$ cat src/hw/rtl/oad_pkg.sv
`timescale 1ns / 1ps
// ----------------------------------------------------------------------------
// oad_pkg
// Shared types and constants of the obstacle-avoidance drive controller:
// mode and command codes, register indexes, reset values and the result type.
// ----------------------------------------------------------------------------
package oad_pkg;

    // Field widths.
    localparam int DistW   = 9;
    localparam int SpeedW  = 10;
    localparam int PeriodW = 16;
    localparam int GyroW   = 16;
    localparam int StepW   = 6;
    localparam int CmdW    = 3;
    localparam int HoldW   = 9;
    localparam int ModeW   = 3;
    localparam int CfgIdxW = 3;
    localparam int CfgW    = 16;

    // Mode codes.
    localparam logic [ModeW-1:0] M_STOP     = 3'd0;
    localparam logic [ModeW-1:0] M_START    = 3'd1;
    localparam logic [ModeW-1:0] M_NORMAL   = 3'd2;
    localparam logic [ModeW-1:0] M_SLOW     = 3'd3;
    localparam logic [ModeW-1:0] M_TURN_CW  = 3'd4;
    localparam logic [ModeW-1:0] M_TURN_CCW = 3'd5;
    localparam logic [ModeW-1:0] M_BACKOFF  = 3'd6;

    // Drive command codes.
    localparam logic [CmdW-1:0] CMD_STOP = 3'd0;
    localparam logic [CmdW-1:0] CMD_FWD  = 3'd1;
    localparam logic [CmdW-1:0] CMD_BACK = 3'd2;
    localparam logic [CmdW-1:0] CMD_CW   = 3'd3;
    localparam logic [CmdW-1:0] CMD_CCW  = 3'd4;

    // Hold times in milliseconds.
    localparam logic [HoldW-1:0] HOLD_NONE    = 9'd0;
    localparam logic [HoldW-1:0] HOLD_TURN    = 9'd300;
    localparam logic [HoldW-1:0] HOLD_PAUSE   = 9'd200;
    localparam logic [HoldW-1:0] HOLD_BACKOFF = 9'd500;

    // Configuration register indexes.
    localparam logic [CfgIdxW-1:0] REG_SLOW_DISTANCE = 3'd0;
    localparam logic [CfgIdxW-1:0] REG_TURN_DISTANCE = 3'd1;
    localparam logic [CfgIdxW-1:0] REG_MIN_SPEED     = 3'd2;
    localparam logic [CfgIdxW-1:0] REG_MAX_SPEED     = 3'd3;
    localparam logic [CfgIdxW-1:0] REG_FULL_SPEED    = 3'd4;
    localparam logic [CfgIdxW-1:0] REG_SLOW_SPEED    = 3'd5;
    localparam logic [CfgIdxW-1:0] REG_STALL_PERIOD  = 3'd6;
    localparam logic [CfgIdxW-1:0] REG_SPEED_STEP    = 3'd7;

    // Configuration reset values.
    localparam logic [DistW-1:0]   RST_SLOW_DISTANCE = 9'd40;
    localparam logic [DistW-1:0]   RST_TURN_DISTANCE = 9'd25;
    localparam logic [SpeedW-1:0]  RST_MIN_SPEED     = 10'd700;
    localparam logic [SpeedW-1:0]  RST_MAX_SPEED     = 10'd900;
    localparam logic [SpeedW-1:0]  RST_FULL_SPEED    = 10'd850;
    localparam logic [SpeedW-1:0]  RST_SLOW_SPEED    = 10'd800;
    localparam logic [PeriodW-1:0] RST_STALL_PERIOD  = 16'd8000;
    localparam logic [StepW-1:0]   RST_SPEED_STEP    = 6'd5;

    // One drive command as delivered on the result channel.
    typedef struct packed {
        logic [SpeedW-1:0] speed_left;
        logic [SpeedW-1:0] speed_right;
        logic [CmdW-1:0]   cmd;
        logic [HoldW-1:0]  hold;
        logic              near_left;
        logic              near_right;
        logic              slow;
        logic [ModeW-1:0]  mode;
        logic              last;
    } result_t;

endpackage

$ cat src/hw/rtl/obstacle_avoid_drive_fsm.sv
`timescale 1ns / 1ps
// ----------------------------------------------------------------------------
// obstacle_avoid_drive_fsm
// The commands of a tick are written into the result queue on its transfer.
// Throughput: one tick per cycle enters while the four-entry result queue has
// room; the result port moves one command per cycle while out_ready is high,
// and a tick issues one or two commands.
// Reset: asynchronous; mode stop, speeds zero, registers to defaults, queue empty.
// ----------------------------------------------------------------------------
// Obstacle-avoidance drive controller. Each control tick updates the mode,
// the wheel speeds and the indicators in one pass and pushes one or two drive
// commands into a small result queue.
// ----------------------------------------------------------------------------
module obstacle_avoid_drive_fsm (
    input  logic                          clk,
    input  logic                          rst_n,
    // Configuration write port.
    input  logic                          cfg_we,
    input  logic [oad_pkg::CfgIdxW-1:0]   cfg_index,
    input  logic [oad_pkg::CfgW-1:0]      cfg_data,
    // Tick input channel.
    input  logic                          in_valid,
    output logic                          in_ready,
    input  logic [oad_pkg::DistW-1:0]     dist_left,
    input  logic [oad_pkg::DistW-1:0]     dist_right,
    input  logic [oad_pkg::PeriodW-1:0]   period_left,
    input  logic [oad_pkg::PeriodW-1:0]   period_right,
    input  logic signed [oad_pkg::GyroW-1:0] gyro_z,
    input  logic                          button,
    // Drive command channel.
    output logic                          out_valid,
    input  logic                          out_ready,
    output logic [oad_pkg::SpeedW-1:0]    speed_left_out,
    output logic [oad_pkg::SpeedW-1:0]    speed_right_out,
    output logic [oad_pkg::CmdW-1:0]      drive_cmd,
    output logic [oad_pkg::HoldW-1:0]     hold_ms,
    output logic                          led_near_left,
    output logic                          led_near_right,
    output logic                          led_slow,
    output logic [oad_pkg::ModeW-1:0]     mode_out,
    output logic                          last
);

    localparam int SpeedW = oad_pkg::SpeedW;
    localparam int ModeW  = oad_pkg::ModeW;

    // Configuration registers.
    logic [oad_pkg::DistW-1:0]   slow_distance_reg;
    logic [oad_pkg::DistW-1:0]   turn_distance_reg;
    logic [SpeedW-1:0]           min_speed_reg;
    logic [SpeedW-1:0]           max_speed_reg;
    logic [SpeedW-1:0]           full_speed_reg;
    logic [SpeedW-1:0]           slow_speed_reg;
    logic [oad_pkg::PeriodW-1:0] stall_period_reg;
    logic [oad_pkg::StepW-1:0]   speed_step_reg;

    // Controller state.
    logic [ModeW-1:0]  mode_reg, mode_next;
    logic [SpeedW-1:0] left_speed_reg, left_speed_next;
    logic [SpeedW-1:0] right_speed_reg, right_speed_next;
    logic              slow_led_reg, slow_led_next;
    logic              recheck_reg, recheck_next;

    // Result queue.
    oad_pkg::result_t fifo_reg [4];
    logic [1:0]       wr_ptr_reg, rd_ptr_reg;
    logic [2:0]       count_reg;

    // Per-tick combinational signals.
    logic              in_xfer, out_xfer;
    logic [ModeW-1:0]  mode_rc, mode_act;
    logic              near_l, near_r, stalled, gyro_pos;
    logic [SpeedW:0]   step_ext, rs_ext, rs_adj, rs_lo, rs_clamp;
    logic [SpeedW-1:0] rs_corr;
    logic              two_cmds;
    oad_pkg::result_t  res0, res1;

    assign in_xfer  = in_valid && in_ready;
    assign out_xfer = out_valid && out_ready;

    // Room for two commands after this cycle's pop.
    assign in_ready  = (count_reg <= 3'd2) || ((count_reg == 3'd3) && out_ready);
    assign out_valid = (count_reg != 3'd0);

    // Configuration writes; every three-bit index names one register.
    always_ff @(posedge clk or negedge rst_n)
    begin
        if (!rst_n)
        begin
            slow_distance_reg <= oad_pkg::RST_SLOW_DISTANCE;
            turn_distance_reg <= oad_pkg::RST_TURN_DISTANCE;
            min_speed_reg     <= oad_pkg::RST_MIN_SPEED;
            max_speed_reg     <= oad_pkg::RST_MAX_SPEED;
            full_speed_reg    <= oad_pkg::RST_FULL_SPEED;
            slow_speed_reg    <= oad_pkg::RST_SLOW_SPEED;
            stall_period_reg  <= oad_pkg::RST_STALL_PERIOD;
            speed_step_reg    <= oad_pkg::RST_SPEED_STEP;
        end
        else if (cfg_we)
        begin
            unique case (cfg_index)
                oad_pkg::REG_SLOW_DISTANCE: slow_distance_reg <= cfg_data[8:0];
                oad_pkg::REG_TURN_DISTANCE: turn_distance_reg <= cfg_data[8:0];
                oad_pkg::REG_MIN_SPEED:     min_speed_reg     <= cfg_data[9:0];
                oad_pkg::REG_MAX_SPEED:     max_speed_reg     <= cfg_data[9:0];
                oad_pkg::REG_FULL_SPEED:    full_speed_reg    <= cfg_data[9:0];
                oad_pkg::REG_SLOW_SPEED:    slow_speed_reg    <= cfg_data[9:0];
                oad_pkg::REG_STALL_PERIOD:  stall_period_reg  <= cfg_data[15:0];
                oad_pkg::REG_SPEED_STEP:    speed_step_reg    <= cfg_data[5:0];
                default: ;
            endcase
        end
    end

    // Post-turn recheck and button, applied before the mode action.
    always_comb
    begin
        mode_rc = mode_reg;
        if (recheck_reg && (dist_left > turn_distance_reg) &&
            (dist_right > turn_distance_reg))
        begin
            mode_rc = oad_pkg::M_START;
        end
        mode_act = mode_rc;
        if (button && (mode_rc == oad_pkg::M_STOP))
        begin
            mode_act = oad_pkg::M_START;
        end
    end

    // Sensor decisions.
    assign near_l   = dist_left < slow_distance_reg;
    assign near_r   = dist_right < slow_distance_reg;
    assign stalled  = (period_left > stall_period_reg) || (period_right > stall_period_reg);
    assign gyro_pos = !gyro_z[oad_pkg::GyroW-1] && (gyro_z != '0);

    // Gyro correction of the right speed; an underflow saturates to the maximum.
    assign step_ext = {{(SpeedW + 1 - oad_pkg::StepW){1'b0}}, speed_step_reg};
    assign rs_ext   = {1'b0, right_speed_reg};
    always_comb
    begin
        rs_adj   = gyro_pos ? (rs_ext + step_ext) : (rs_ext - step_ext);
        rs_lo    = (rs_adj < {1'b0, min_speed_reg}) ? {1'b0, min_speed_reg} : rs_adj;
        rs_clamp = (rs_lo > {1'b0, max_speed_reg}) ? {1'b0, max_speed_reg} : rs_lo;
        if (!gyro_pos && (rs_ext < step_ext))
        begin
            rs_clamp = {1'b0, max_speed_reg};
        end
        rs_corr = rs_clamp[SpeedW-1:0];
    end

    // Mode action: next state and the one or two commands of this tick.
    always_comb
    begin
        mode_next        = mode_act;
        left_speed_next  = left_speed_reg;
        right_speed_next = rs_corr;
        slow_led_next    = slow_led_reg;
        recheck_next     = 1'b0;
        two_cmds         = 1'b0;
        res0             = '0;
        res1             = '0;
        res0.cmd         = oad_pkg::CMD_STOP;
        res0.hold        = oad_pkg::HOLD_NONE;

        unique case (mode_act) inside
            oad_pkg::M_START:
            begin
                left_speed_next  = full_speed_reg;
                right_speed_next = full_speed_reg;
                res0.speed_left  = full_speed_reg;
                res0.speed_right = full_speed_reg;
                res0.cmd         = oad_pkg::CMD_FWD;
                mode_next        = oad_pkg::M_NORMAL;
            end
            oad_pkg::M_NORMAL:
            begin
                if (near_l || near_r)
                begin
                    left_speed_next  = slow_speed_reg;
                    right_speed_next = slow_speed_reg;
                    mode_next        = oad_pkg::M_SLOW;
                end
                if (stalled)
                begin
                    mode_next = oad_pkg::M_BACKOFF;
                end
                res0.speed_left  = left_speed_next;
                res0.speed_right = right_speed_next;
                res0.cmd         = oad_pkg::CMD_FWD;
                slow_led_next    = 1'b0;
            end
            oad_pkg::M_SLOW:
            begin
                // Later checks take priority over earlier ones.
                if ((dist_left > slow_distance_reg) && (dist_right > slow_distance_reg))
                begin
                    mode_next = oad_pkg::M_START;
                end
                if (dist_left < turn_distance_reg)
                begin
                    mode_next = oad_pkg::M_TURN_CW;
                end
                if (dist_right < turn_distance_reg)
                begin
                    mode_next = oad_pkg::M_TURN_CCW;
                end
                if (stalled)
                begin
                    mode_next = oad_pkg::M_BACKOFF;
                end
                res0.speed_left  = left_speed_reg;
                res0.speed_right = rs_corr;
                res0.cmd         = oad_pkg::CMD_FWD;
                slow_led_next    = 1'b1;
            end
            oad_pkg::M_TURN_CW,
            oad_pkg::M_TURN_CCW:
            begin
                res0.speed_left  = full_speed_reg;
                res0.speed_right = full_speed_reg;
                res0.cmd         = (mode_act == oad_pkg::M_TURN_CW) ?
                                   oad_pkg::CMD_CW : oad_pkg::CMD_CCW;
                res0.hold        = oad_pkg::HOLD_TURN;
                res1.cmd         = oad_pkg::CMD_STOP;
                res1.hold        = oad_pkg::HOLD_PAUSE;
                two_cmds         = 1'b1;
                recheck_next     = 1'b1;
            end
            oad_pkg::M_BACKOFF:
            begin
                res0.speed_left  = full_speed_reg;
                res0.speed_right = full_speed_reg;
                res0.cmd         = oad_pkg::CMD_BACK;
                res0.hold        = oad_pkg::HOLD_BACKOFF;
                res1.speed_left  = full_speed_reg;
                res1.speed_right = full_speed_reg;
                res1.cmd         = oad_pkg::CMD_CW;
                res1.hold        = oad_pkg::HOLD_BACKOFF;
                two_cmds         = 1'b1;
                mode_next        = oad_pkg::M_START;
            end
            default:
            begin
                // Stop, and the unused mode code, issue a plain stop command.
            end
        endcase

        // Indicator and mode fields are common to both commands.
        res0.near_left  = near_l;
        res0.near_right = near_r;
        res0.slow       = slow_led_next;
        res0.mode       = mode_next;
        res0.last       = !two_cmds;
        res1.near_left  = near_l;
        res1.near_right = near_r;
        res1.slow       = slow_led_next;
        res1.mode       = mode_next;
        res1.last       = 1'b1;
    end

    // Controller state update on each tick transfer.
    always_ff @(posedge clk or negedge rst_n)
    begin
        if (!rst_n)
        begin
            mode_reg        <= oad_pkg::M_STOP;
            left_speed_reg  <= '0;
            right_speed_reg <= '0;
            slow_led_reg    <= 1'b0;
            recheck_reg     <= 1'b0;
        end
        else if (in_xfer)
        begin
            mode_reg        <= mode_next;
            left_speed_reg  <= left_speed_next;
            right_speed_reg <= right_speed_next;
            slow_led_reg    <= slow_led_next;
            recheck_reg     <= recheck_next;
        end
    end

    // Queue pointers and fill count.
    always_ff @(posedge clk or negedge rst_n)
    begin
        if (!rst_n)
        begin
            wr_ptr_reg <= '0;
            rd_ptr_reg <= '0;
            count_reg  <= '0;
        end
        else
        begin
            if (in_xfer)
            begin
                wr_ptr_reg <= wr_ptr_reg + (two_cmds ? 2'd2 : 2'd1);
            end
            if (out_xfer)
            begin
                rd_ptr_reg <= rd_ptr_reg + 2'd1;
            end
            count_reg <= count_reg
                       + (in_xfer ? (two_cmds ? 3'd2 : 3'd1) : 3'd0)
                       - (out_xfer ? 3'd1 : 3'd0);
        end
    end

    // Queue storage.
    always_ff @(posedge clk)
    begin
        if (in_xfer)
        begin
            fifo_reg[wr_ptr_reg] <= res0;
            if (two_cmds)
            begin
                fifo_reg[wr_ptr_reg + 2'd1] <= res1;
            end
        end
    end

    // Head of the queue drives the result channel.
    assign speed_left_out  = fifo_reg[rd_ptr_reg].speed_left;
    assign speed_right_out = fifo_reg[rd_ptr_reg].speed_right;
    assign drive_cmd       = fifo_reg[rd_ptr_reg].cmd;
    assign hold_ms         = fifo_reg[rd_ptr_reg].hold;
    assign led_near_left   = fifo_reg[rd_ptr_reg].near_left;
    assign led_near_right  = fifo_reg[rd_ptr_reg].near_right;
    assign led_slow        = fifo_reg[rd_ptr_reg].slow;
    assign mode_out        = fifo_reg[rd_ptr_reg].mode;
    assign last            = fifo_reg[rd_ptr_reg].last;

endmodule

$ cat config.mk
export PLATFORM = sky130hd
export DESIGN_NAME = obstacle_avoid_drive_fsm
export DESIGN_NICKNAME = d
export VERILOG_FILES = /design/src/hw/rtl/oad_pkg.sv /design/src/hw/rtl/obstacle_avoid_drive_fsm.sv
export SDC_FILE = /design/constraint.sdc
export NUM_CORES = 1
export LEC_CHECK = 0
export BUFFER_PORTS_ARGS = -buffer_cell sky130_fd_sc_hd__buf_2
export CELL_PAD_IN_SITES_DETAIL_PLACEMENT = 1
export CELL_PAD_IN_SITES_GLOBAL_PLACEMENT = 1
export CORE_ASPECT_RATIO = 1.2
export CORE_MARGIN = 2
export CORE_UTILIZATION = 45
export DETAILED_ROUTE_END_ITERATION = 7
export PLACE_DENSITY = 0.73
export SETUP_SLACK_MARGIN = 0.05
export SYNTH_ARGS = -nofsm -noshare
export SYNTH_HDL_FRONTEND = slang
export SYNTH_SLANG_ARGS = --single-unit
$ cat constraint.sdc
create_clock -name clk -period 18.1 [get_ports clk]
set_clock_uncertainty 0.15 [all_clocks]
set_input_delay 2.715 -clock clk [delete_from_list [all_inputs] [get_ports clk]]
set_output_delay 2.715 -clock clk [all_outputs]
set_load 0.005 [all_outputs]
* Word-level counts from Yosys, hierarchy flattened
Memory sizes are Yosys's and may differ from the RTL's.
Index checks and enable logic that the tools add are counted.
** Word-level totals
- Flip-flop bits (word level) :: 112
- RAM bits :: 156
- Input port bits :: 91
- Output and inout bits :: 41
- Word-level logic and storage cells :: 117
- Memories kept :: 1
** Operators by class
- $add $sub $neg :: 7
- Order comparisons :: 14
- Equality and inequality tests :: 14
- Multiplexer cells :: 34
- Reduce and logical (&&, ||, !) cells :: 31
** Memories
- fifo_reg :: words 4, bits a word 39, read ports 1, clocked after Yosys merged registers in 0, wr ports 2, line obstacle_avoid_drive_fsm.sv:65 : oad_pkg::result_t fifo_reg [4];
** Operators by type and width (count)
- 23-bit case mux with 5 select lines :: 1
- 10-bit two-way mux :: 4
- 10-bit case mux with 2 select lines :: 2
- 9-bit > comparator :: 4
- 9-bit less-than comparator :: 4
- 16-bit > comparator :: 2
- 3-bit two-way mux :: 9
- 11-bit two-way mux :: 2
- 11-bit case mux with 2 select lines :: 1
- 3-bit == test (second input constant) :: 7
- 20-bit two-way mux :: 1
- 9-bit case mux with 2 select lines :: 1
- 2-bit AND reduction :: 9
- 16-bit nonzero test :: 1
- 3-bit by 2-bit == test with 1-bit output (second input constant) :: 5
- 3-bit case mux with 4 select lines :: 1
- 10-bit by 6-bit adder with 11-bit output :: 1
- 11-bit by 10-bit > comparator with 1-bit output :: 1
- 11-bit by 10-bit less-than comparator with 1-bit output :: 1
- 10-bit by 6-bit subtractor with 11-bit output :: 1
- 10-bit by 6-bit less-than comparator with 1-bit output :: 1
- 1-bit logical AND :: 9
- 1-bit two-way mux :: 8
- 3-bit by 1-bit == test with 1-bit output (second input constant) :: 2
- 14 further kinds :: 22

* Longest topological paths before layout
Gate-level depths: netlist (run 1).
- Word-level depth :: 14
- Depth in mapped cells :: 26
- Gate-level depth less buffers :: 24

* Worst setup path after synthesis (run 1)
No wires, ideal clock.
- Path type :: input-to-reg
- From :: input port gyro_z[1] in the netlist's numbering
- To :: memory fifo_reg[2][24] in the netlist's numbering (data pin)
- Setup time :: 0.283 ns
- Arrival :: 7.631 ns
- Data required time :: 17.667 ns
- Slack :: 10.036 ns
- Stages :: 21
- Buffers on the path :: 2
- Cell sequence :: nor4_2 a41oi_2 clkbuf_1 nor4_1 a21oi_1 xnor2_1 ha_1 a2111o_1 o32ai_2 nand3_4 buf_4 mux2_1 ha_1 nand3_1 nor3_1 nor2_1 nor3_1 nand2_1 mux2_2 a222oi_1 o22ai_1
** RTL lines
- start: declaration :: line obstacle_avoid_drive_fsm.sv:28 : input logic signed [oad_pkg::GyroW-1:0] gyro_z,
- end: declaration :: line obstacle_avoid_drive_fsm.sv:65

==> summary.md, run 1 <==
| Metric | Value |
|---|---|
| CP required | 18.22 ns |
| Reg area | 6850 um2 |
| Worst hold path type | flop to flop |
| Post-Syn Area | 14,700 um2 |
| Vias in the first global route | 12,281 |
| DR vias | 11,423 |
| Critical path type | input port to flop |
| First-pass GRT wire length | 69,200 um |
| R2R Setup Slk | 10.70 ns |
| CTS Buf Count | 27 |
| Arrival time at the worst endpoint | 8.87 ns |
| Most frequent cell after synthesis | edfxtp_1 |
| Slew Viols, Final | 0 |
| IO Pins | 132 |
| Place WS | 8.87 ns |
| Grt total ovfl | 0 |
| Antenna cells | 0 |
| Post-Synth Simple-Gate Area | 10.3% |
| Postcts setup bufs | 0 |
| Asr flop ratio synth | 45.2% |
| Multi-input gate area | 7190 um2 |
| Synth top area cells | edfxtp_1 (26%), dfrtp_1 (14%), ha_1 (8.8%), dfstp_2 (5.5%), mux4_2 (5.2%) |
| Synth Register Bits | 248 |
| Synth Area in Compound Gates | 17.6% |
| Number of synthesized flops with an enable pin | 128 |
| Synth top cells by count | edfxtp_1 (128), nand2_1 (105), ha_1 (103) |
| Total length of routed wires | 43,900 um |
| Worst setup SP type | input port |
| DR pass1 iterations | 5 |
| Detailed Place HPWL | 31,700 um |
| DIE AREA | 34,100 um2 |
| Iter 0 DRT Violations | 617 |
| Total clock sinks | 248 |
| Antenna violations before repair | 0 |
| Worst skew pair latency | 0.56 ns |
| CP endpoint kind | flop |
| VDD IR max | 0.0000932 V |
| Mean post-synth cell area | 11.0 um2 |
| Gpl congestion | 0.860 |
| Cell taking the most area after synthesis | edfxtp_1 |
| Area Growth Syn to Fin | 12.7% |
| Register area share after synthesis | 46.6% |
| Pwr per Cell Area | 168 nW/um2 |
| Leak Pwr | 0.00681 uW |
| Clk buf depth | 3 |
| Final setup violation count | 0 |
| Hold Vio Cnt, Final | 0 |
| Share of layout cells above drive strength 1 | 23.5% |
| Cell family with most CP delay | simple AND/OR/NAND/NOR gates |
| Critical path's largest stage delay | 0.57 ns |
| Mux cell area share after synthesis | 11.1% |
| Largest register FFs | 136 |
| Post-Syn Instances | 1,333 |
| Finished Core Util | 51.5% |
| Pin slew with the least headroom to its limit | 1.12 ns |
| Status | finished, final reports clean |
| H-tree Lvls | 1 |
| CTS tree | done |
| GRT Total Usage | 25.9% |
| Post-CTS Hold Buffers | 0 |
| Crit-path max FO | 15 |
| Initial Utilization | 45.7% |
| Post-DR vias/cell | 6.14 |
| Slowest-stage cell, CP | a222oi_1 |
| Xor/xnor share of the synthesized area | 0.537% |
| Pin count of the biggest net entering global routing | 59 |
| Final #Nets | 1,631 |
| CTS clock-pin slew for the worst setup and hold paths | 0.07 ns |
| Final Critical Period | 8.76 ns |
| Antenna-violating nets left | 0 |
| Period utilisation layout | 48.4% |
| Synth warn | 0 |
| Setup ws final | 9.34 ns |
| CP Cell Sequence | buf_2, nor4_2, a41oi_2, nor4_1, a21oi_1, xnor2_1, ha_1, a2111o_1, o32ai_2, nand3_4, mux2_1, ha_1, nand3_1, nor3_1, nor2_1, nor3_1, nand2_1, mux2_2, a222oi_1, o22ai_1 |
| Buffer and inverter count on the worst path | 1 |
| IO Port Bufs | 129 |
| Tot Pwr | 2780 uW |
| Max Fclk | 114 MHz |
| Die height | 202 um |
| Slew headroom | 25.6% |
| Post-cts resize count | 0 |
| Core Area | 32,200 um2 |
| Chip width | 169 um |
| Count of cell types in the netlist | 88 |
| Filler cells | 3,475 |
| Unrepaired setup endpoints after global routing | no |
| WL per Instance | 23.6 um |
| Max-cap viol count | 0 |
| Most common flop cell mapped by yosys | edfxtp_1 |
| Post-Synth Adder-Cell Area | 9.19% |
| Main combinational cell family by area after synthesis | compound AO/OA/AOI/OAI gates |
| Share of the synthesized area in the top cell type | 26.2% |
| Post-Route Setup TNS | 0 ns |
| Clk root buf | clkbuf_16 |
| Drt drc | 0 |
| Num rows | 72 |
area by class of cell:
type | count | area share [%]
Multi-Input combinational cell | 916 | 43.4
Sequential cell | 248 | 41.4
Timing Repair Buffer | 152 | 4.96
Clock buffer | 40 | 4.77
Tap cell | 407 | 3.08
Inverter | 89 | 2.02
Clock inverter | 9 | 0.363
cell usage in the layout, fill, tap and decap left out, types with 6 or more instances in the layout:
master and count:
edfxtp_1 128, buf_2 128, nand2_1 105, ha_1 103, o21ai_0 91, nor2_1 90
inv_1 85, dfrtp_1 80, mux2_2 61, a21oi_1 50, a22o_1 38, mux4_2 34
dfstp_2 31, clkbuf_16 28, buf_4 24, a21o_1 22, nand3_1 21, nor3_1 19
nand4_1 17, mux2i_1 17, a22oi_1 15, a211oi_1 13, a31oi_1 13, o211ai_1 12
a32o_1 11, o22ai_1 11, nand2b_1 10, o21a_1 9, and2_1 8, nor2b_1 8
xnor2_1 8, o31ai_1 8, o2bb2ai_1 8, dfxtp_1 8, or3_1 7, clkbuf_1 7
and3_1 6
routing by layer:
layer | wire length [um] | GRT usage (%) | vias to the layer above
met5 | 0 | 0 | -
met4 | 1700 | 9.70 | 0
met3 | 1810 | 2.90 | 99
met2 | 22200 | 46.2 | 304
met1 | 18200 | 32.1 | 5793
li1 | - | - | 5227
worst reg2reg max path, delay by kind of cell (launching register included):
family	cells	cell delay (ns)
muxes	2	0.90
AOI/OAI and AO/OA	7	2.26
adders and majority gates	4	1.16
xor gates and xnor gates	1	0.33
DFF	1	0.56
and+or+nand+nor	7	1.74
buffers and inverters	1	0.06
metrics by stage:
| step | hold WS, ns | area (um2) | instances |
|---|---|---|---|
| 5_1_grt | 0.345 | 16500 | 1861 |
| 4_1_cts | 0.314 | 16500 | 1861 |
| 6_report | 0.310 | 16500 | 1861 |
| 3_5_place_dp | 0.301 | 15700 | 1812 |
| 3_3_place_gp | 0.283 | 15700 | 1812 |
| 2_1_floorplan | 0.272 | 14700 | 1334 |
logic make-up after synthesis:
kind of cell | Yosys count
AO/OA/AOI/OAI | 369
XOR/XNOR | 9
multiplexers | 113
buffers and inverters | 170
adder cells (fa/ha/maj) | 106
other | 1
flip-flops | 248
AND/OR/NAND/NOR | 317
report_power, final:
group	total [uW]	switching, uW	internal, uW
Sequential	871	115	757
Combinational	1370	831	541
Clock	533	231	302
final timing paths:
check,to,cells after the start,start
max,fifo_reg[2][24]$_DFFE_PP_,20,gyro_z[1]
min,fifo_reg[2][0]$_SDFFE_PP1P_,2,fifo_reg[2][0]$_SDFFE_PP1P_
max reg2reg,fifo_reg[2][24]$_DFFE_PP_,22,speed_step_reg[0]$_DFFE_PN1P_
min reg2reg,fifo_reg[2][0]$_SDFFE_PP1P_,2,fifo_reg[2][0]$_SDFFE_PP1P_
max in group asynchronous,rd_ptr_reg[0]$_DFFE_PN0P_,2,rst_n
min in group asynchronous,stall_period_reg[14]$_DFFE_PN0P_,1,rst_n
No activity file was read; power rests on OpenSTA's default activity.
==> inputs of run 2 (changes only) <==
Settings changed: CORE_UTILIZATION 45 to 44, PLACE_DENSITY 0.73 to 0.75.
Clock period 18.1 ns to 7.4 ns, I/O delays scaled along.
==> run 2 against run 1 <==
  * Non-clock buffer count decreased by 3
  * Power increased by 150%
  * Largest cell class unchanged
  * Hold slack got worse by 0.0078 ns
  * Highest routed layer is now met5
==> summary.md, run 2 (same netlist as run 1, synthesis figures left out) <==
| Metric | Value |
|---|---|
| Num rows | 73 (+1.4%) |
| GRT Total Usage | 25.8% (-0.063 points) |
| Chip width | 171 um (+1.1%) |
| Antenna violations before repair | 1 (+1) |
| Slew Viols, Final | 0 (unchanged) |
| Unrepaired setup endpoints after global routing | yes |
| Arrival time at the worst endpoint | 7.18 ns (-1.69 ns) |
| Worst hold path type | flop to flop |
| Leak Pwr | 0.00682 uW (+0.19%) |
| Total length of routed wires | 44,200 um (+0.54%) |
| Status | finished, final reports clean |
| Share of layout cells above drive strength 1 | 24.1% (+0.53 points) |
| DR pass1 iterations | 6 (+1) |
| Worst setup SP type | flop |
| Dpl cells | 1,851 (+2.2%) |
| CTS clock-pin slew for the worst setup and hold paths | 0.06 ns (about the same) |
| Iter 0 DRT Violations | 751 (+22%) |
| Max Fclk | 142 MHz |
| Pwr per Cell Area | 414 nW/um2 (+150%) |
| DR vias | 11,443 (+0.18%) |
| Detailed Place HPWL | 31,600 um (-0.32%) |
| Vias in the first global route | 12,189 (-0.75%) |
| H-tree Lvls | 1 (unchanged) |
| CP endpoint kind | flop |
| Largest register FFs | 136 (unchanged) |
| R2R Setup Slk | 0.38 ns (-10.32 ns) |
| Pin slew with the least headroom to its limit | 1.20 ns (+0.0845 ns) |
| Hold path depth | 2 (unchanged) |
| Gpl congestion | 0.882 (+2.5%) |
| Crit-path max FO | 14 (-1) |
| CTS tree | done |
| Place WS | 0.155 ns (-8.72 ns) |
| Antenna cells | 0 (unchanged) |
| Antenna-violating nets left | 0 (unchanged) |
| Initial Utilization | 44.5% (-1.1 points) |
| Total clock sinks | 248 (unchanged) |
| Final setup violation count | 0 (unchanged) |
| IO Port Bufs | 129 (unchanged) |
| CP required | 7.56 ns (-10.66 ns) |
| Slew headroom | 19.8% (-5.8 points) |
| Post-CTS Hold Buffers | 0 (unchanged) |
| Worst R2R Path Depth | 23 (+4.5%) |
| CP startpoint | speed_step_reg[0]$_DFFE_PN1P_ |
| Setup ws final | 0.380 ns (-8.96 ns) |
| Worst skew pair latency | 0.56 ns (about the same) |
| Die height | 204 um (+1.1%) |
| VDD IR max | 0.000241 V (+160%) |
| Hold Vio Cnt, Final | 0 (unchanged) |
| Filler cells | 3,574 (+2.8%) |
| Reg2Reg Launch Point | speed_step_reg[0]$_DFFE_PN1P_ |
| Drt drc | 0 (unchanged) |
| Period utilisation layout | 94.9% |
| Core Area | 33,000 um2 (+2.5%) |
| Area Growth Syn to Fin | 13.4% |
| Final #Nets | 1,628 (-0.18%) |
| Finished Core Util | 50.5% (-0.94 points) |
| IO Pins | 132 (unchanged) |
| Clk root buf | clkbuf_16 |
| Hold_sp | fifo_reg[2][0]$_SDFFE_PP1P_ |
| Critical path type | flop to flop |
| Final Cell Area | 16,700 um2 (+0.64%) |
| Max-cap viol count | 0 (unchanged) |
| Post-DR vias/cell | 6.02 (-1.9%) |
| Grt total ovfl | 0 (unchanged) |
| CTS Buf Count | 27 (unchanged) |
| Pin count of the biggest net entering global routing | 58 (-1.7%) |
| First-pass GRT wire length | 69,200 um (about the same) |
| WL per Instance | 23.2 um (-1.6%) |
| Clk buf depth | 3 (unchanged) |
| Final Non-Filler Cells | 1,901 (+2.1%) |
| DIE AREA | 34,900 um2 (+2.2%) |
| Post-placement cell area | 15,700 um2 (+0.24%) |
| Commonest non-fill, non-tap cells in the layout | edfxtp_1 (128), buf_2 (128), nand2_1 (105) |
| Final Critical Period | 7.02 ns |
run 2: cell type report:
type	count	area, um2	share of cell area, %
clock buffers	33	749	4.50
clock inverters	16	144	0.864
inverters	89	334	2.01
multi-input cells	916	7220	43.4
flip-flops and latches	248	6850	41.1
well taps	450	563	3.38
repair buffers	149	798	4.79
run 2: through the flow:
stage	total power [uW]	hold WS [ns]	setup TNS [ns]
5_1_grt	7340	0.334	-0.00260
3_5_place_dp	5470	0.288	0
3_3_place_gp	5340	0.282	0
2_1_floorplan	4390	0.272	0
6_report	6900	0.302	0
4_1_cts	6860	0.297	0
run 2: final timing paths:
kind / end
max: fifo_reg[1][25]$_DFFE_PP_
min: fifo_reg[2][0]$_SDFFE_PP1P_
max reg2reg: fifo_reg[1][25]$_DFFE_PP_
min reg2reg: fifo_reg[2][0]$_SDFFE_PP1P_
max in group asynchronous: rd_ptr_reg[0]$_DFFE_PN0P_
min in group asynchronous: stall_period_reg[14]$_DFFE_PN0P_
run 2: critical path: stages, from the launching register on:
cell and delay (ns):
dfstp_2 0.54, ha_1 0.17, inv_1 0.06, fa_1 0.37, or3_1 0.42, a311o_1 0.36
a211oi_1 0.23, a21oi_1 0.09, xnor2_1 0.26, ha_1 0.30, a2111o_1 0.40, o32ai_2 0.36
nand3_4 0.23, mux2_1 0.44, ha_1 0.30, nand3_1 0.12, nor3_1 0.21, nor2_1 0.06
nor3_1 0.28, nand2_1 0.19, buf_4 0.26, a211oi_1 0.44, o41ai_2 0.24, a22o_1 0.28
run 2: per-layer routing:
metal	GRT usage, %	part of all wire, %	vias up
li1	-	-	5219
met1	31.4	40	5769
met2	47.1	52	364
met3	3.16	5.0	89
met4	8.46	2.9	2
met5	0	0.025	-
run 2: timing repair:
action,4_1_cts,5_1_grt
setup buffers,0,1
resized for setup,0,4
endpoints found under the setup margin,0,24
run 2: where the power goes:
part / internal (uW) / switching [uW] / leakage, uW
Combinational: 1350 / 2010 / 0.00380
Clock: 791 / 585 / 0.000443
Sequential: 1850 / 310 / 0.00257
Total: 3990 / 2900 / 0.00682
==> inputs of run 3 (changes only) <==
Settings changed: CORE_UTILIZATION 44 to 45, PLACE_DENSITY 0.75 to 0.73.
Clock period 7.4 ns to 7.9 ns, I/O delays scaled along.
==> run 3 against run 2 <==
  * Global-route usage up 0.74 points
  * Critical path depth stayed put
  * Setup slack better by 0.37 ns
  * First-iteration DRC count rose by 13%
  * Clock-buffer cell count rose by 11
  * Sequential share of layout area is essentially flat
  * Core utilization rose by 1.3 points
  * Combinational power down 6%
  * Wire length grew 1.4%
  * Via count rose by 0.36%
  * Hold slack improved by 0.012 ns
  * Highest routed layer is now met4
==> summary.md, run 3 (same netlist as run 1, synthesis figures left out) <==
| Metric | Value |
|---|---|
| DR vias | 11,484 (+0.36%) |
| Antenna cells | 0 (unchanged) |
| Initial Utilization | 45.7% (+1.1 points) |
| Detailed Place HPWL | 32,400 um (+2.7%) |
| Gate power share | 48.9% (+0.2 points) |
| Critical path type | flop to flop |
| Total clock sinks | 248 (unchanged) |
| Antenna-violating nets left | 0 (unchanged) |
| Crit-path max FO | 14 (unchanged) |
| CTS Buf Count | 27 (unchanged) |
| VDD IR max | 0.000212 V (-12%) |
| Max Fclk | 140 MHz (-1.8%) |
| Pwr per Cell Area | 390 nW/um2 (-5.9%) |
| Worst setup SP type | flop |
| CP endpoint kind | flop |
| Num rows | 72 (-1.4%) |
| GRT Total Usage | 26.5% (+0.74 points) |
| Hold Vio Cnt, Final | 0 (unchanged) |
| Arrival time at the worst endpoint | 7.26 ns (+0.08 ns) |
| Worst skew pair latency | 0.54 ns (-0.02 ns) |
| First-pass GRT wire length | 70,800 um (+2.3%) |
| Status | finished, final reports clean |
| IO Port Bufs | 129 (unchanged) |
| Pin slew with the least headroom to its limit | 0.999 ns (-0.202 ns) |
| Share of layout cells above drive strength 1 | 23.7% (-0.32 points) |
| Total length of routed wires | 44,800 um (+1.4%) |
| Clk buf depth | 3 (unchanged) |
| CTS clock-pin slew for the worst setup and hold paths | 0.06 ns (about the same) |
| Gpl congestion | 0.857 (-2.8%) |
| Drt drc | 0 (unchanged) |
| Unrepaired setup endpoints after global routing | no |
| Grt total ovfl | 0 (unchanged) |
| Post-DR vias/cell | 6.16 (+2.3%) |
| Postcts setup bufs | 0 (unchanged) |
| CP Cell Sequence | ha_1, inv_1, fa_1, or3_1, a311o_1, a211oi_1, a21oi_1, xnor2_1, ha_1, a2111o_1, o32ai_2, nand3_4, mux2_1, ha_1, nand3_1, nor3_1, nor2_1, nor3_1, nand2_1, buf_4, a211oi_1, a2bb2oi_1, o21ai_0 |
| Switching part of the total | 41.6% (-0.50 points) |
| Chip width | 169 um (-1.1%) |
| IO Pins | 132 (unchanged) |
| Worst hold path type | flop to flop |
| Vias in the first global route | 12,452 (+2.2%) |
| Min Hold Slack | 0.314 ns (+0.0120 ns) |
| Final Non-Filler Cells | 1,865 (-1.9%) |
| Final Critical Period | 7.15 ns (+0.132 ns) |
| Filler cells | 3,483 (-2.5%) |
| Post-Route Setup TNS | 0 ns (unchanged) |
| Slew headroom | 32.6% (+13 points) |
| Tot Pwr | 6490 uW (-5.8%) |
| CP required | 8.01 ns (+0.45 ns) |
| Seq pwr share | 30.8% (-0.5 points) |
| Dpl cells | 1,816 (-1.9%) |
| Period utilisation layout | 90.5% (-4.3 points) |
| Core Area | 32,200 um2 (-2.5%) |
| CTS tree | done |
| Clk root buf | clkbuf_16 |
| Pin count of the biggest net entering global routing | 61 (+5.2%) |
| Post-cts resize count | 0 (unchanged) |
| CP dominant cell by count | ha_1 |
| Max-cap viol count | 0 (unchanged) |
| Area Growth Syn to Fin | 13.5% (about the same) |
| WL per Instance | 24.0 um (+3.3%) |
| Antenna violations before repair | 0 (-1) |
| Iter 0 DRT Violations | 847 (+13%) |
| Final Cell Area | 16,700 um2 (about the same) |
| Die height | 202 um (-1.1%) |
| Critical path's largest stage delay | 0.54 ns (about the same) |
| Slew Viols, Final | 0 (unchanged) |
| Largest register FFs | 136 (unchanged) |
| Slowest-stage cell, CP | dfstp_2 |
| Final #Nets | 1,635 (+0.43%) |
| Power share of the clock group | 20.4% (+0.4 points) |
| Post-placement cell area | 15,700 um2 (about the same) |
| P_int | 3790 uW (-5.0%) |
| DR pass1 iterations | 5 (-1) |
| DIE AREA | 34,100 um2 (-2.2%) |
| Commonest non-fill, non-tap cells in the layout | edfxtp_1 (128), buf_2 (128), nand2_1 (105) |
| Leak Pwr | 0.00686 uW (+0.62%) |
| Final setup violation count | 0 (unchanged) |
| Post-CTS Hold Buffers | 0 (unchanged) |
| Psw | 2700 uW (-6.9%) |
| H-tree Lvls | 1 (unchanged) |
## run 3: power groups by stage
stage,clock [uW],sequential (uW),combinational [uW]
global route,1390,2030,3500
CTS,1350,1990,3170
detailed placement,0,2010,3140
finish,1320,2000,3170
global placement,0,2000,3060
floorplan,0,1850,2260
## run 3: final cells by class
type	instances	area [um2]	area share [%]
multi-input combinational	916	7190	43.2
clock buffer	44	852	5.11
clock inverter	5	82.6	0.495
inverter	89	334	2.00
timing repair buffer	156	851	5.10
sequential	248	6850	41.1
tap	407	509	3.06
## run 3: worst max-delay path: cells and delay by family (launching register included)
| kind | cells | cell delay, ns |
|---|---|---|
| simple gates | 7 | 1.46 |
| xor+xnor | 1 | 0.29 |
| fa+ha+maj | 4 | 1.17 |
| mux | 1 | 0.42 |
| flops | 1 | 0.54 |
| buf+inv | 2 | 0.31 |
| compound gates | 8 | 2.51 |
## run 3: routing by layer
metal	global-route usage (%)	wire length (um)
met1	32.5	18300
met2	47.7	23000
met3	3.49	2020
met4	9.51	1490
met5	0	0
## run 3: metrics by stage
stage	setup slack, ns	utilization [%]
CTS	0.788	51.8
global placement	0.667	48.9
finish	0.748	51.8
detailed placement	0.451	48.9
global route	0.293	51.8
floorplan	1.37	-
## run 3: path summary, 6_finish.rpt
path / startpoint / end / slack (ns) / cells after the start
max: speed_step_reg[0]$_DFFE_PN1P_ / fifo_reg[3][27]$_DFFE_PP_ / 0.75 / 23
min: fifo_reg[1][0]$_SDFFE_PP1P_ / fifo_reg[1][0]$_SDFFE_PP1P_ / 0.31 / 1
max reg2reg: speed_step_reg[0]$_DFFE_PN1P_ / fifo_reg[3][27]$_DFFE_PP_ / 0.75 / 23
min reg2reg: fifo_reg[1][0]$_SDFFE_PP1P_ / fifo_reg[1][0]$_SDFFE_PP1P_ / 0.31 / 1
max in group asynchronous: rst_n / rd_ptr_reg[0]$_DFFE_PN0P_ / 5.73 / 2
min in group asynchronous: rst_n / stall_period_reg[15]$_DFFE_PN0P_ / 0.53 / 1
